**src/rtl/plpr_pkg.sv**
```systemverilog
// Shared types and codes for the powerline interface poll responder.
package plpr_pkg;

	typedef enum logic [1:0] {
		PH_IDLE    = 2'd0,
		PH_MASK    = 2'd1,
		PH_DATA    = 2'd2,
		PH_DISCARD = 2'd3
	} phase_t;

	typedef enum logic [1:0] {
		KIND_REPLY = 2'd0,
		KIND_ADDR  = 2'd1,
		KIND_FUNC  = 2'd2,
		KIND_SYNC  = 2'd3
	} kind_t;

	localparam logic [7:0] CODE_NULL  = 8'h00;
	localparam logic [7:0] CODE_POLL  = 8'h5A;
	localparam logic [7:0] CODE_TIME  = 8'hA5;
	localparam logic [7:0] CODE_READY = 8'h55;
	localparam logic [7:0] REPLY_POLL = 8'hC3;
	localparam logic [7:0] REPLY_TIME = 8'h9B;
	localparam logic [7:0] MAX_LEN    = 8'd9;
	localparam logic [3:0] DISCARD_COUNT = 4'd10;
	// zero bytes that follow the time reply header
	localparam logic [2:0] TIME_TAIL  = 3'd6;

endpackage

```
**src/rtl/powerline_interface_poll_responder.sv**
```systemverilog
// Poll responder: answers bytes from a powerline controller interface.
//
// Usage: bytes arrive on the input channel (in_valid/in_ready, rx_byte); results
// leave on the output channel (out_valid/out_ready, kind, value, last). Each
// request may cause zero, one or seven results; last marks the final one.
// An accepted byte is captured in an input register, the decode runs against
// the protocol state, and the result register is loaded from the decode once
// the output side is free. Throughput is one byte per cycle, but a byte that
// causes a result waits while the output side is busy; bytes causing no
// result never wait for the output side. A time request holds the result
// register for its seven results, counted down by a small burst counter; new
// bytes that cause a result wait meanwhile. When the receiver stalls, the
// result register holds and the input register still takes one more byte
// before in_ready drops.
// Reset (arst_n low, asynchronous) empties both registers and returns the
// protocol state to idle with no packet or discard in progress.
module powerline_interface_poll_responder (
	input  logic                 clk,
	input  logic                 arst_n,
	input  logic                 in_valid,
	output logic                 in_ready,
	input  logic [7:0]           rx_byte,
	output logic                 out_valid,
	input  logic                 out_ready,
	output logic [1:0]           kind,
	output logic [7:0]           value,
	output logic                 last
);
	import plpr_pkg::*;

	logic        valid_s1;
	logic [7:0]  byte_s1;

	phase_t      phase_q, phase_d;
	logic [3:0]  bytes_left_q, bytes_left_d;
	logic [7:0]  type_mask_q, type_mask_d;
	logic [2:0]  mask_bit_q, mask_bit_d;

	logic        out_valid_q;
	kind_t       kind_q;
	logic [7:0]  value_q;
	logic        last_q;
	logic [2:0]  burst_q;

	logic        emit;
	logic        burst;
	kind_t       emit_kind;
	logic [7:0]  emit_value;
	logic        out_free;
	logic        advance;
	logic [3:0]  left_dec;

	assign out_free = !out_valid_q || (out_ready && burst_q == 3'd0);
	assign advance  = valid_s1 && (!emit || out_free);
	assign in_ready = !valid_s1 || advance;
	assign left_dec = bytes_left_q - 4'd1;

	always_comb begin
		phase_d      = phase_q;
		bytes_left_d = bytes_left_q;
		type_mask_d  = type_mask_q;
		mask_bit_d   = mask_bit_q;
		emit         = 1'b0;
		burst        = 1'b0;
		emit_kind    = KIND_REPLY;
		emit_value   = byte_s1;
		case (phase_q)
			PH_MASK: begin
				type_mask_d  = byte_s1;
				mask_bit_d   = 3'd0;
				bytes_left_d = left_dec;
				phase_d      = (left_dec == 4'd0) ? PH_IDLE : PH_DATA;
			end
			PH_DATA: begin
				emit         = 1'b1;
				emit_kind    = type_mask_q[mask_bit_q] ? KIND_FUNC : KIND_ADDR;
				mask_bit_d   = mask_bit_q + 3'd1;
				bytes_left_d = left_dec;
				if (left_dec == 4'd0)
					phase_d = PH_IDLE;
			end
			PH_DISCARD: begin
				bytes_left_d = left_dec;
				if (left_dec == 4'd0)
					phase_d = PH_IDLE;
			end
			default: begin
				if (byte_s1 == CODE_POLL) begin
					emit       = 1'b1;
					emit_value = REPLY_POLL;
				end else if (byte_s1 == CODE_NULL) begin
					emit       = 1'b1;
					emit_value = CODE_NULL;
				end else if (byte_s1 == CODE_TIME) begin
					emit       = 1'b1;
					burst      = 1'b1;
					emit_value = REPLY_TIME;
				end else if (byte_s1 == CODE_READY) begin
					emit = 1'b0;
				end else if (byte_s1 > MAX_LEN) begin
					emit         = 1'b1;
					emit_kind    = KIND_SYNC;
					emit_value   = 8'h00;
					bytes_left_d = DISCARD_COUNT;
					phase_d      = PH_DISCARD;
				end else begin
					bytes_left_d = byte_s1[3:0];
					phase_d      = PH_MASK;
				end
			end
		endcase
	end

	always_ff @(posedge clk or negedge arst_n) begin
		if (!arst_n) begin
			valid_s1 <= 1'b0;
		end else if (in_ready) begin
			valid_s1 <= in_valid;
		end
	end

	always_ff @(posedge clk) begin
		if (in_ready && in_valid)
			byte_s1 <= rx_byte;
	end

	always_ff @(posedge clk or negedge arst_n) begin
		if (!arst_n) begin
			phase_q      <= PH_IDLE;
			bytes_left_q <= 4'd0;
			type_mask_q  <= 8'h00;
			mask_bit_q   <= 3'd0;
		end else if (advance) begin
			phase_q      <= phase_d;
			bytes_left_q <= bytes_left_d;
			type_mask_q  <= type_mask_d;
			mask_bit_q   <= mask_bit_d;
		end
	end

	always_ff @(posedge clk or negedge arst_n) begin
		if (!arst_n) begin
			out_valid_q <= 1'b0;
			burst_q     <= 3'd0;
		end else if (out_valid_q && out_ready && burst_q != 3'd0) begin
			burst_q <= burst_q - 3'd1;
		end else if (out_free) begin
			out_valid_q <= advance && emit;
			burst_q     <= (advance && burst) ? TIME_TAIL : 3'd0;
		end
	end

	always_ff @(posedge clk) begin
		if (out_valid_q && out_ready && burst_q != 3'd0) begin
			// zero tail of the time reply
			kind_q  <= KIND_REPLY;
			value_q <= 8'h00;
			last_q  <= (burst_q == 3'd1);
		end else if (out_free && advance && emit) begin
			kind_q  <= emit_kind;
			value_q <= emit_value;
			last_q  <= !burst;
		end
	end

	assign out_valid = out_valid_q;
	assign kind      = kind_q;
	assign value     = value_q;
	assign last      = last_q;

	a_burst_holds_valid: assert property (@(posedge clk) disable iff (!arst_n)
		burst_q != 3'd0 |-> out_valid_q && !last_q)
		else $error("burst in progress without a pending non-final result");

	a_idle_no_count: assert property (@(posedge clk) disable iff (!arst_n)
		phase_q == PH_IDLE |-> bytes_left_q == 4'd0)
		else $error("idle with bytes still expected");

	a_data_has_count: assert property (@(posedge clk) disable iff (!arst_n)
		phase_q == PH_DATA || phase_q == PH_DISCARD |-> bytes_left_q != 4'd0)
		else $error("packet or discard phase with zero count");

	a_sync_zero: assert property (@(posedge clk) disable iff (!arst_n)
		out_valid_q && kind_q == KIND_SYNC |-> value_q == 8'h00 && last_q)
		else $error("sync error result malformed");

	a_emit_waits: assert property (@(posedge clk) disable iff (!arst_n)
		valid_s1 && emit && !out_free |=> valid_s1 && $stable(byte_s1))
		else $error("request dropped while output busy");

endmodule
```
**config.mk**
```make
export PLATFORM = sky130hd
export DESIGN_NAME = powerline_interface_poll_responder
export DESIGN_NICKNAME = d
export VERILOG_FILES = /design/src/rtl/plpr_pkg.sv /design/src/rtl/powerline_interface_poll_responder.sv
export SDC_FILE = /design/constraint.sdc
export NUM_CORES = 1
export LEC_CHECK = 0
export BUFFER_PORTS_ARGS = -buffer_cell sky130_fd_sc_hd__buf_4
export CELL_PAD_IN_SITES_DETAIL_PLACEMENT = 1
export CELL_PAD_IN_SITES_GLOBAL_PLACEMENT = 2
export CORE_ASPECT_RATIO = 0.75
export CORE_UTILIZATION = 25
export CTS_CLUSTER_DIAMETER = 80
export DETAILED_ROUTE_END_ITERATION = 16
export PLACE_DENSITY_LB_ADDON = 0.1
export SKIP_LAST_GASP = 1
export SLEW_MARGIN = 30
export SYNTH_ARGS = -nofsm -noshare
export SYNTH_HDL_FRONTEND = slang
export SYNTH_SLANG_ARGS = --single-unit
export TNS_END_PERCENT = 10
```
**constraint.sdc**
```tcl
create_clock -name clk -period 3 [get_ports clk]
set_input_delay 0.15 -clock clk [delete_from_list [all_inputs] [get_ports clk]]
set_output_delay 0.15 -clock clk [all_outputs]
set_load 0.05 [all_outputs]
```
**Word-level counts from Yosys, hierarchy flattened**

Cells that the tools add are included.

- Bits in registers: 41
- Bits of input ports: 12
- Output and inout bits: 13

- Add/subtract/negate cells: 3
- Magnitude comparators: 2
- Equal/unequal tests: 16
- Mux-type cells: 45
- Bitwise operators: 1
- Reduce and logical (&&, ||, !) cells: 31

Operators by type and width:

| operator | number |
|---|---|
| $mux 8 | 6 |
| $mux 2 | 13 |
| $mux 4 | 6 |
| $eq 8x7->1 const B | 2 |
| $mux 1 | 12 |
| $ne 3x2->1 const B | 4 |
| $logic_and 1x1->1 | 9 |
| $mux 3 | 3 |
| $eq 8x8->1 const B | 1 |
| $gt 8x4->1 const B | 1 |
| $logic_not 8->1 | 1 |
| $ne 2x2->1 const B | 4 |
| $pmux 2 s2 | 2 |
| $pmux 3 s2 | 1 |
| $reduce_and 2->1 | 3 |
| $reduce_and 6->1 | 1 |
| $reduce_bool 2->1 | 3 |
| $reduce_and 5->1 | 1 |
| $eq 2x2->1 const B | 2 |
| $logic_not 1->1 | 4 |
| $logic_not 4->1 | 1 |
| $lt 3x4->1 const B | 1 |
| $reduce_or 2->1 | 2 |
| $sub 4x1->4 const B | 1 |
| other kinds (12) | 14 |

**Depth between registers and ports, before layout**

Gate-level depths: netlist of run 1.

- Depth in word-level cells: 14
- Depth in mapped cells: 9
- Mapped depth without buffers: 7

**Worst setup path before layout of run 1**

OpenSTA, ideal clock, no wires.

- Path kind: reg2reg
- From: reg phase_q[0]
- To: reg byte_s1[0], enable pin
- Library setup time: 0.373 ns
- Data arrival time: 1.784 ns
- Data required time: 2.627 ns
- Path slack: 0.843 ns
- Stages on the path, launching flop included: 9
- Period minus slack after synthesis: 2.157 ns
- Cell sequence: dfrtp_1 > inv_1 > ha_1 > buf_2 > or2_1 > and2_1 > o31ai_1 > nor2_1 > nor2b_1

- Cells in the longest elaborated chain, start to end: 8

Ends and longest elaborated chain:

| element | RTL line | text |
|---|---|---|
| start, declared | powerline_interface_poll_responder.sv:34 | `phase_t phase_q, phase_d;` |
| start signal, assigned | powerline_interface_poll_responder.sv:134 | `phase_q <= phase_d;` |
| $eq 2x2->1 / $eq 2x1->1 (equally long branches) | powerline_interface_poll_responder.sv:67 | `case (phase_q)` |
| $reduce_or 2->1 (no source line) | -- |  |
| $pmux 1 s2 (*) | powerline_interface_poll_responder.sv:67 |  |
| $logic_not 1->1 (*) | powerline_interface_poll_responder.sv:54 | `assign advance = valid_s1 && (!emit \|\| out_free);` |
| $logic_or 1x1->1 (*) | powerline_interface_poll_responder.sv:54 |  |
| $logic_and 1x1->1 (*) | powerline_interface_poll_responder.sv:54 |  |
| $logic_or 1x1->1 (*) | powerline_interface_poll_responder.sv:55 | `assign in_ready = !valid_s1 \|\| advance;` |
| $logic_and 1x1->1 (*) | powerline_interface_poll_responder.sv:123 | `if (in_ready && in_valid)` |
| end signal, assigned | powerline_interface_poll_responder.sv:124 | `byte_s1 <= rx_byte;` |
| end, declared | powerline_interface_poll_responder.sv:32 | `logic [7:0] byte_s1;` |

Every way passes the cells marked *; elsewhere a longest branch is shown, timed or not.
A chain may end at the register's enable or synchronous reset.

**Worst setup path in the final report of run 1**

- From: reg byte_s1[1]
- To: out in_ready

- Cells in the longest elaborated chain, start to end: 11

Ends and longest elaborated chain:

| element | RTL line | text |
|---|---|---|
| $gt 8x4->1 | powerline_interface_poll_responder.sv:100 | `end else if (byte_s1 > MAX_LEN) begin` |
| $mux 1 | powerline_interface_poll_responder.sv:100 |  |
| $mux 1 | powerline_interface_poll_responder.sv:98 | `end else if (byte_s1 == CODE_READY) begin` |
| $mux 1 | powerline_interface_poll_responder.sv:94 | `end else if (byte_s1 == CODE_TIME) begin` |
| $mux 1 | powerline_interface_poll_responder.sv:91 | `end else if (byte_s1 == CODE_NULL) begin` |
| $mux 1 (*) | powerline_interface_poll_responder.sv:88 | `if (byte_s1 == CODE_POLL) begin` |
| $pmux 1 s2 (*) | powerline_interface_poll_responder.sv:67 |  |
| $logic_not 1->1 (*) | powerline_interface_poll_responder.sv:54 |  |
| $logic_or 1x1->1 (*) | powerline_interface_poll_responder.sv:54 |  |
| $logic_and 1x1->1 (*) | powerline_interface_poll_responder.sv:54 |  |
| $logic_or 1x1->1 (*) | powerline_interface_poll_responder.sv:55 |  |
| end, declared | powerline_interface_poll_responder.sv:21 | `output logic in_ready,` |

Marked as above.

==> results.sh, run 1 <==
export IMPL_outcome="finished clean"
export IMPL_gr_usage_met3=0.0367
export IMPL_fin_skew_ps=4.11
export IMPL_final_setup_tns_ps=0
export IMPL_ys_seq_elements=41
export IMPL_postSynthCellCount=217
export IMPL_ys_types=59
export IMPL_relSlewSlack=0.593
export IMPL_path_cells="nand4bb_1, o221ai_2, o31ai_1, nor2_1, inv_1, buf_4"
export IMPL_grt_max_degree=23
export IMPL_multiInputGateArea_um2=1230
export IMPL_synthArstFlopShare=0.537
export IMPL_clk_pin_slew_worst_paths_ps=60
export IMPL_yosysSeqAreaShare=0.432
export IMPL_crit_slowest_cell="nand4bb_1"
export IMPL_core_um2=9120
export IMPL_drive_gt1_frac=0.249
export IMPL_antennaDiodeCount=0
export IMPL_seqCellArea_um2=1020
export IMPL_io_buffers=24
export IMPL_fp_dieH_um=86.2
export IMPL_die_area_um2=9840
export IMPL_track_usage=0.140
export IMPL_cp_start_kind="register"
export IMPL_synth_edff_count=9
export IMPL_finalCriticalPeriod_ps=2640
export IMPL_dp_hpwl_mm=4.68
export IMPL_antenna_found_initial=0
export IMPL_synth_warnings=0
export IMPL_area_delta_synth_final_pct=21.8
export IMPL_power_density_nw_per_um2=1130
export IMPL_holdCritPathClass="in2reg"
export IMPL_synth_net_count=239
export IMPL_drc=0
export IMPL_cp_buffers_inverters=2
export IMPL_hold_viol=0
export IMPL_met2_usage=0.187
export IMPL_cts_resized=0
export IMPL_drv_slew=0
export IMPL_setup_violations=0
export IMPL_fin_crit_sh=0.879
export IMPL_rsz0062_at_grt="no"
export IMPL_clockBufferDepth=2
export IMPL_grt_pass1_wl_mm=10.2
export IMPL_vias_per_cell=4.67
export IMPL_setup_worst_path_class="reg2out"
export IMPL_cellLeakagePower_nw=1.19
export IMPL_first_pass_iters=4
export IMPL_worstPathArrival_ps=2490
export IMPL_worst_slew_pin_slew_ps=609
export IMPL_cp_slowest_stage_delay_ps=550
export IMPL_cts_max_level=2
export IMPL_drv_cap=0
export IMPL_pre_cts_slack_ps=444
export IMPL_overflow=0
export IMPL_grt_pass1_vias=1790
export IMPL_final_util=0.315
export IMPL_yosys_most_used_dff="dfrtp_1"
export IMPL_clk_latency_ps=280
export IMPL_worstSetupEndpointType="output pin"
export IMPL_worst_ep_required_time_ps=2850
export IMPL_place_congestion=0.749
export IMPL_drtIter0Drc=99
export IMPL_nFillCells=1024
export IMPL_tritoncts="done"
export IMPL_start_util=0.259
export IMPL_ctsRootBufferMaster="clkbuf_16"
export IMPL_vias=1762
export IMPL_wl_mm=6.18
export IMPL_io_pins=25
export IMPL_wl_per_cell_um=16.4
export IMPL_synth_cell_area_um2=2360
export IMPL_ant_nets=0
export IMPL_cts_buffers=5
export IMPL_timing_fmax_mhz=379
export IMPL_cp_top_family="simple AND/OR/NAND/NOR gates"
export IMPL_finalNetCount=270
export IMPL_die_x_um=114
export IMPL_rows=30
export IMPL_syn_area_per_cell_um2=10.9
export IMPL_critPathMaxFanout=9
export IMPL_clock_sinks=41
export IMPL_worst_slack_ps=364
export IMPL_ir_drop_uv=287
export IMPL_busiest_layer="met1"
export IMPL_gr_usage_met1=0.217
==> path summary, 6_finish.rpt <==
check	slack (ps)	cells after the start	startpoint	endpoint
hold reg to reg	450	2	kind[1]	kind[1]
max in group asynchronous	2450	2	arst_n	valid_s1
min in group asynchronous	310	2	arst_n	bytes_left_q[1]
setup reg to reg	440	5	byte_s1[1]	type_mask_q[2]
hold / removal	40	1	rx_byte[0]	byte_s1[0]
setup / recovery	360	6	byte_s1[1]	in_ready
==> state kept, by name, summed over array words and instances (netlist names) <==
signal and cells:
byte_s1 8, type_mask_q 8, value 8, bytes_left_q 4, burst_q 3, mask_bit_q 3
kind 2, phase_q 2, last 1, out_valid 1, valid_s1 1
==> cell type report <==
type,count,share of cell area
inverters,16,0.0209
clock inverters,3,0.0144
multi-input cells,152,0.426
well taps,128,0.0557
repair buffers,32,0.0844
flip-flops and latches,41,0.355
clock buffers,5,0.0435
==> Yosys cell counts, types with 2 or more instances <==
library cell   n  area (um^2)
a211oi_1       2         15.0
a21oi_1       10         50.1
a31oi_1        2         12.5
a32oi_1        3         26.3
and2_1         2         12.5
and3_1         2         12.5
buf_4          2         15.0
buf_6          2         22.5
clkbuf_1       2         7.51
dfrtp_1       22          551
dfxtp_1       10          200
edfxtp_1       9          270
ha_1          10          125
inv_1         16         60.1
mux2_4        10          150
mux2i_1        4         40.0
mux4_2         2         45.0
nand2_1       14         52.6
nand2b_1       2         12.5
nand3_1       11         55.1
nand3b_1       3         22.5
nand4_1        2         12.5
nand4bb_1      4         45.0
nor2_1        12         45.0
nor2b_1        2         12.5
nor3_1         4         20.0
o211ai_1       2         15.0
o21ai_0       12         60.1
o21ai_1        7         35.0
o31ai_1        2         15.0
or2_2          2         12.5
==> per-layer routing <==
metal / wire, um / vias to the layer above
met5: 0 / -
met4: 44 / 0
met3: 228 / 4
met2: 2380 / 33
met1: 3530 / 848
li1: - / 877
==> metrics by stage <==
stage	total power, mW	hold WS [ps]	cell area (um^2)	instances
floorplan	2.21	-146	2360	217
global placement	2.68	83.7	2700	368
detailed placement	2.67	81.8	2700	368
CTS	3.30	28.7	2880	377
global route	3.49	26.4	2880	377
finish	3.24	38.7	2880	377
==> power breakdown <==
part           internal, mW  switching (mW)  total [mW]
registers             0.794           0.186       0.980
logic                 0.664           0.987        1.65
clock network         0.389           0.218       0.607
total                  1.85            1.39        3.24
==> timing repair <==
action,CTS,global route
endpoints found under the hold margin,22,0
endpoints found under the setup margin,0,0
setup buffers,0,0
hold buffers,1,0
==> placed cells by master (no fill, tap or decap), types with 2 or more instances in the layout <==
cell type,n
o31ai_1,2
a31oi_1,2
edfxtp_1,9
mux2i_1,4
nand4bb_1,4
nand2b_1,2
mux2_4,10
a21oi_1,10
dfrtp_1,22
nand4_1,2
dfxtp_1,10
buf_4,31
or2_2,2
clkbuf_16,5
o211ai_1,2
ha_1,10
nor2b_1,2
a32oi_1,3
a211oi_1,2
o21ai_1,7
and3_1,2
o21ai_0,12
nand3b_1,3
nor2_1,12
nor3_1,4
mux4_2,2
nand3_1,11
inv_1,16
and2_1,2
nand2_1,14
==> logic make-up after synthesis <==
logic type / Yosys count / synth area share
adders and majority gates: 10 / 0.0530
DFF: 41 / 0.432
AOI/OAI and AO/OA: 58 / 0.196
buffers and inverters: 24 / 0.0482
muxes: 16 / 0.0996
and+or+nand+nor: 68 / 0.171
No activity file was read; power rests on OpenSTA's default activity.
==> run 2, diff against run 1 <==
--- a/config.mk
+++ b/config.mk
@@ -9,7 +9,7 @@
 export CELL_PAD_IN_SITES_DETAIL_PLACEMENT = 1
 export CELL_PAD_IN_SITES_GLOBAL_PLACEMENT = 2
 export CORE_ASPECT_RATIO = 0.75
-export CORE_UTILIZATION = 25
+export CORE_UTILIZATION = 38
 export CTS_CLUSTER_DIAMETER = 80
 export DETAILED_ROUTE_END_ITERATION = 16
 export PLACE_DENSITY_LB_ADDON = 0.1
==> constraint.sdc (replaced) <==
create_clock -name clk -period 2.9 [get_ports clk]
set_input_delay 0.145 -clock clk [delete_from_list [all_inputs] [get_ports clk]]
set_output_delay 0.145 -clock clk [all_outputs]
set_load 0.05 [all_outputs]
==> results.sh, run 2 (synthesized netlist as in run 1, its figures left out) <==
export IMPL_crit_slowest_cell="nand4bb_1"
export IMPL_vias_per_cell=5.57
export IMPL_clockBufferDepth=2
export IMPL_cp_buffers_inverters=2
export IMPL_antenna_found_initial=0
export IMPL_fin_crit_sh=0.897
export IMPL_finalNetCount=270
export IMPL_tritoncts="done"
export IMPL_place_congestion=0.914
export IMPL_timing_fmax_mhz=384
export IMPL_outcome="finished clean"
export IMPL_worstPathArrival_ps=2460
export IMPL_vias=1823
export IMPL_holdCritPathClass="in2reg"
export IMPL_worst_slack_ps=299
export IMPL_clock_sinks=41
export IMPL_finalCriticalPeriod_ps=2600
export IMPL_layout_commonest_cell="buf_4"
export IMPL_wl_per_cell_um=18.6
export IMPL_cts_resized=0
export IMPL_rows=24
export IMPL_fp_dieH_um=70.3
export IMPL_drv_cap=0
export IMPL_cp_top_family="simple AND/OR/NAND/NOR gates"
export IMPL_setup_worst_path_class="reg2out"
export IMPL_wl_mm=6.07
export IMPL_setup_violations=0
export IMPL_ir_drop_uv=335
export IMPL_core_um2=5920
export IMPL_cp_slowest_stage_delay_ps=530
export IMPL_cellLeakagePower_nw=1.15
export IMPL_overflow=0
export IMPL_track_usage=0.208
export IMPL_power_density_nw_per_um2=1140
export IMPL_clk_latency_ps=290
export IMPL_hold_viol=0
export IMPL_cts_buffers=5
export IMPL_worst_ep_required_time_ps=2760
export IMPL_fin_skew_ps=5.34
export IMPL_drtIter0Drc=113
export IMPL_final_setup_tns_ps=0
export IMPL_clk_pin_slew_worst_paths_ps=70
export IMPL_grt_max_degree=23
export IMPL_drive_gt1_frac=0.245
export IMPL_critPathMaxFanout=9
export IMPL_final_cell_mix="31 x buf_4, 22 x dfrtp_1, 16 x inv_1, 14 x nand2_1"
export IMPL_drv_slew=0
export IMPL_antennaDiodeCount=0
export IMPL_path_cells="nand4bb_1, o221ai_2, o31ai_1, nor2_1, inv_1, buf_4"
export IMPL_relSlewSlack=0.602
export IMPL_die_area_um2=6540
export IMPL_ant_nets=0
export IMPL_pre_cts_slack_ps=364
export IMPL_first_pass_iters=4
export IMPL_io_pins=25
export IMPL_post_cts_buffers=0
export IMPL_rsz0062_at_grt="no"
export IMPL_start_util=0.399
export IMPL_hold_ws_ps=30.3
export IMPL_io_buffers=24
export IMPL_grt_pass1_vias=1991
export IMPL_drc=0
export IMPL_area_delta_synth_final_pct=16.0
export IMPL_die_x_um=93.0
export IMPL_cp_start_kind="register"
export IMPL_worstSetupEndpointType="output pin"
export IMPL_nFillCells=660
export IMPL_ctsRootBufferMaster="clkbuf_8"
export IMPL_cts_max_level=2
export IMPL_worst_slew_pin_slew_ps=592
export IMPL_dp_hpwl_mm=4.64
export IMPL_grt_pass1_wl_mm=10.4
-- run 2: power by group --
part	switching (mW)	leakage [nW]	internal, mW	total (mW)
Combinational	1.05	0.672	0.698	1.74
Clock	0.189	0.0455	0.194	0.383
Sequential	0.185	0.436	0.819	1.00
Total	1.42	1.15	1.71	3.13
-- run 2: layout make-up --
type / instances / area (um^2) / area share
inverters: 16 / 60.1 / 0.0219
repair buffers: 32 / 243 / 0.0887
multi-input cells: 152 / 1230 / 0.448
clock buffers: 8 / 90.1 / 0.0329
well taps: 78 / 97.6 / 0.0356
flip-flops and latches: 41 / 1020 / 0.373
-- run 2: per-stage QoR --
stage                util  power (mW)  area (um^2)  cells
floorplan               -        2.28         2360    217
detailed placement  0.446        2.77         2640    318
finish              0.463        3.13         2740    327
global placement    0.446        2.67         2640    318
CTS                 0.463        3.16         2740    327
global route        0.463        3.37         2740    327
-- run 2: what timing repair did --
action	CTS	global route
endpoints found under the setup margin	0	0
endpoints found under the hold margin	22	0
hold buffers	1	0
-- run 2: worst paths after layout --
check                            from              end  slack [ps]  cells after the start
hold / removal             rx_byte[3]       byte_s1[3]          30                      1
min in group asynchronous      arst_n   type_mask_q[2]         300                      2
max in group asynchronous      arst_n  bytes_left_q[1]        2350                      2
setup / recovery           byte_s1[7]         in_ready         300                      6
hold reg to reg               kind[0]          kind[0]         470                      2
setup reg to reg           byte_s1[7]   type_mask_q[0]         370                      5
-- run 2: worst register-to-register path, cell delays in order (launching register included) --
cell and delay (ps):
edfxtp_1 490, nand4bb_1 530, o221a_4 470, a41o_1 410, nand2_8 200, mux2_4 320
-- run 2: per-layer routing --
| metal | up-vias | part of all wire | track usage |
|---|---|---|---|
| li1 | 870 | - | - |
| met1 | 894 | 0.47 | 0.287 |
| met2 | 51 | 0.46 | 0.329 |
| met3 | 8 | 0.049 | 0.0490 |
| met4 | 0 | 0.012 | 0.0547 |
| met5 | - | 0 | 0 |
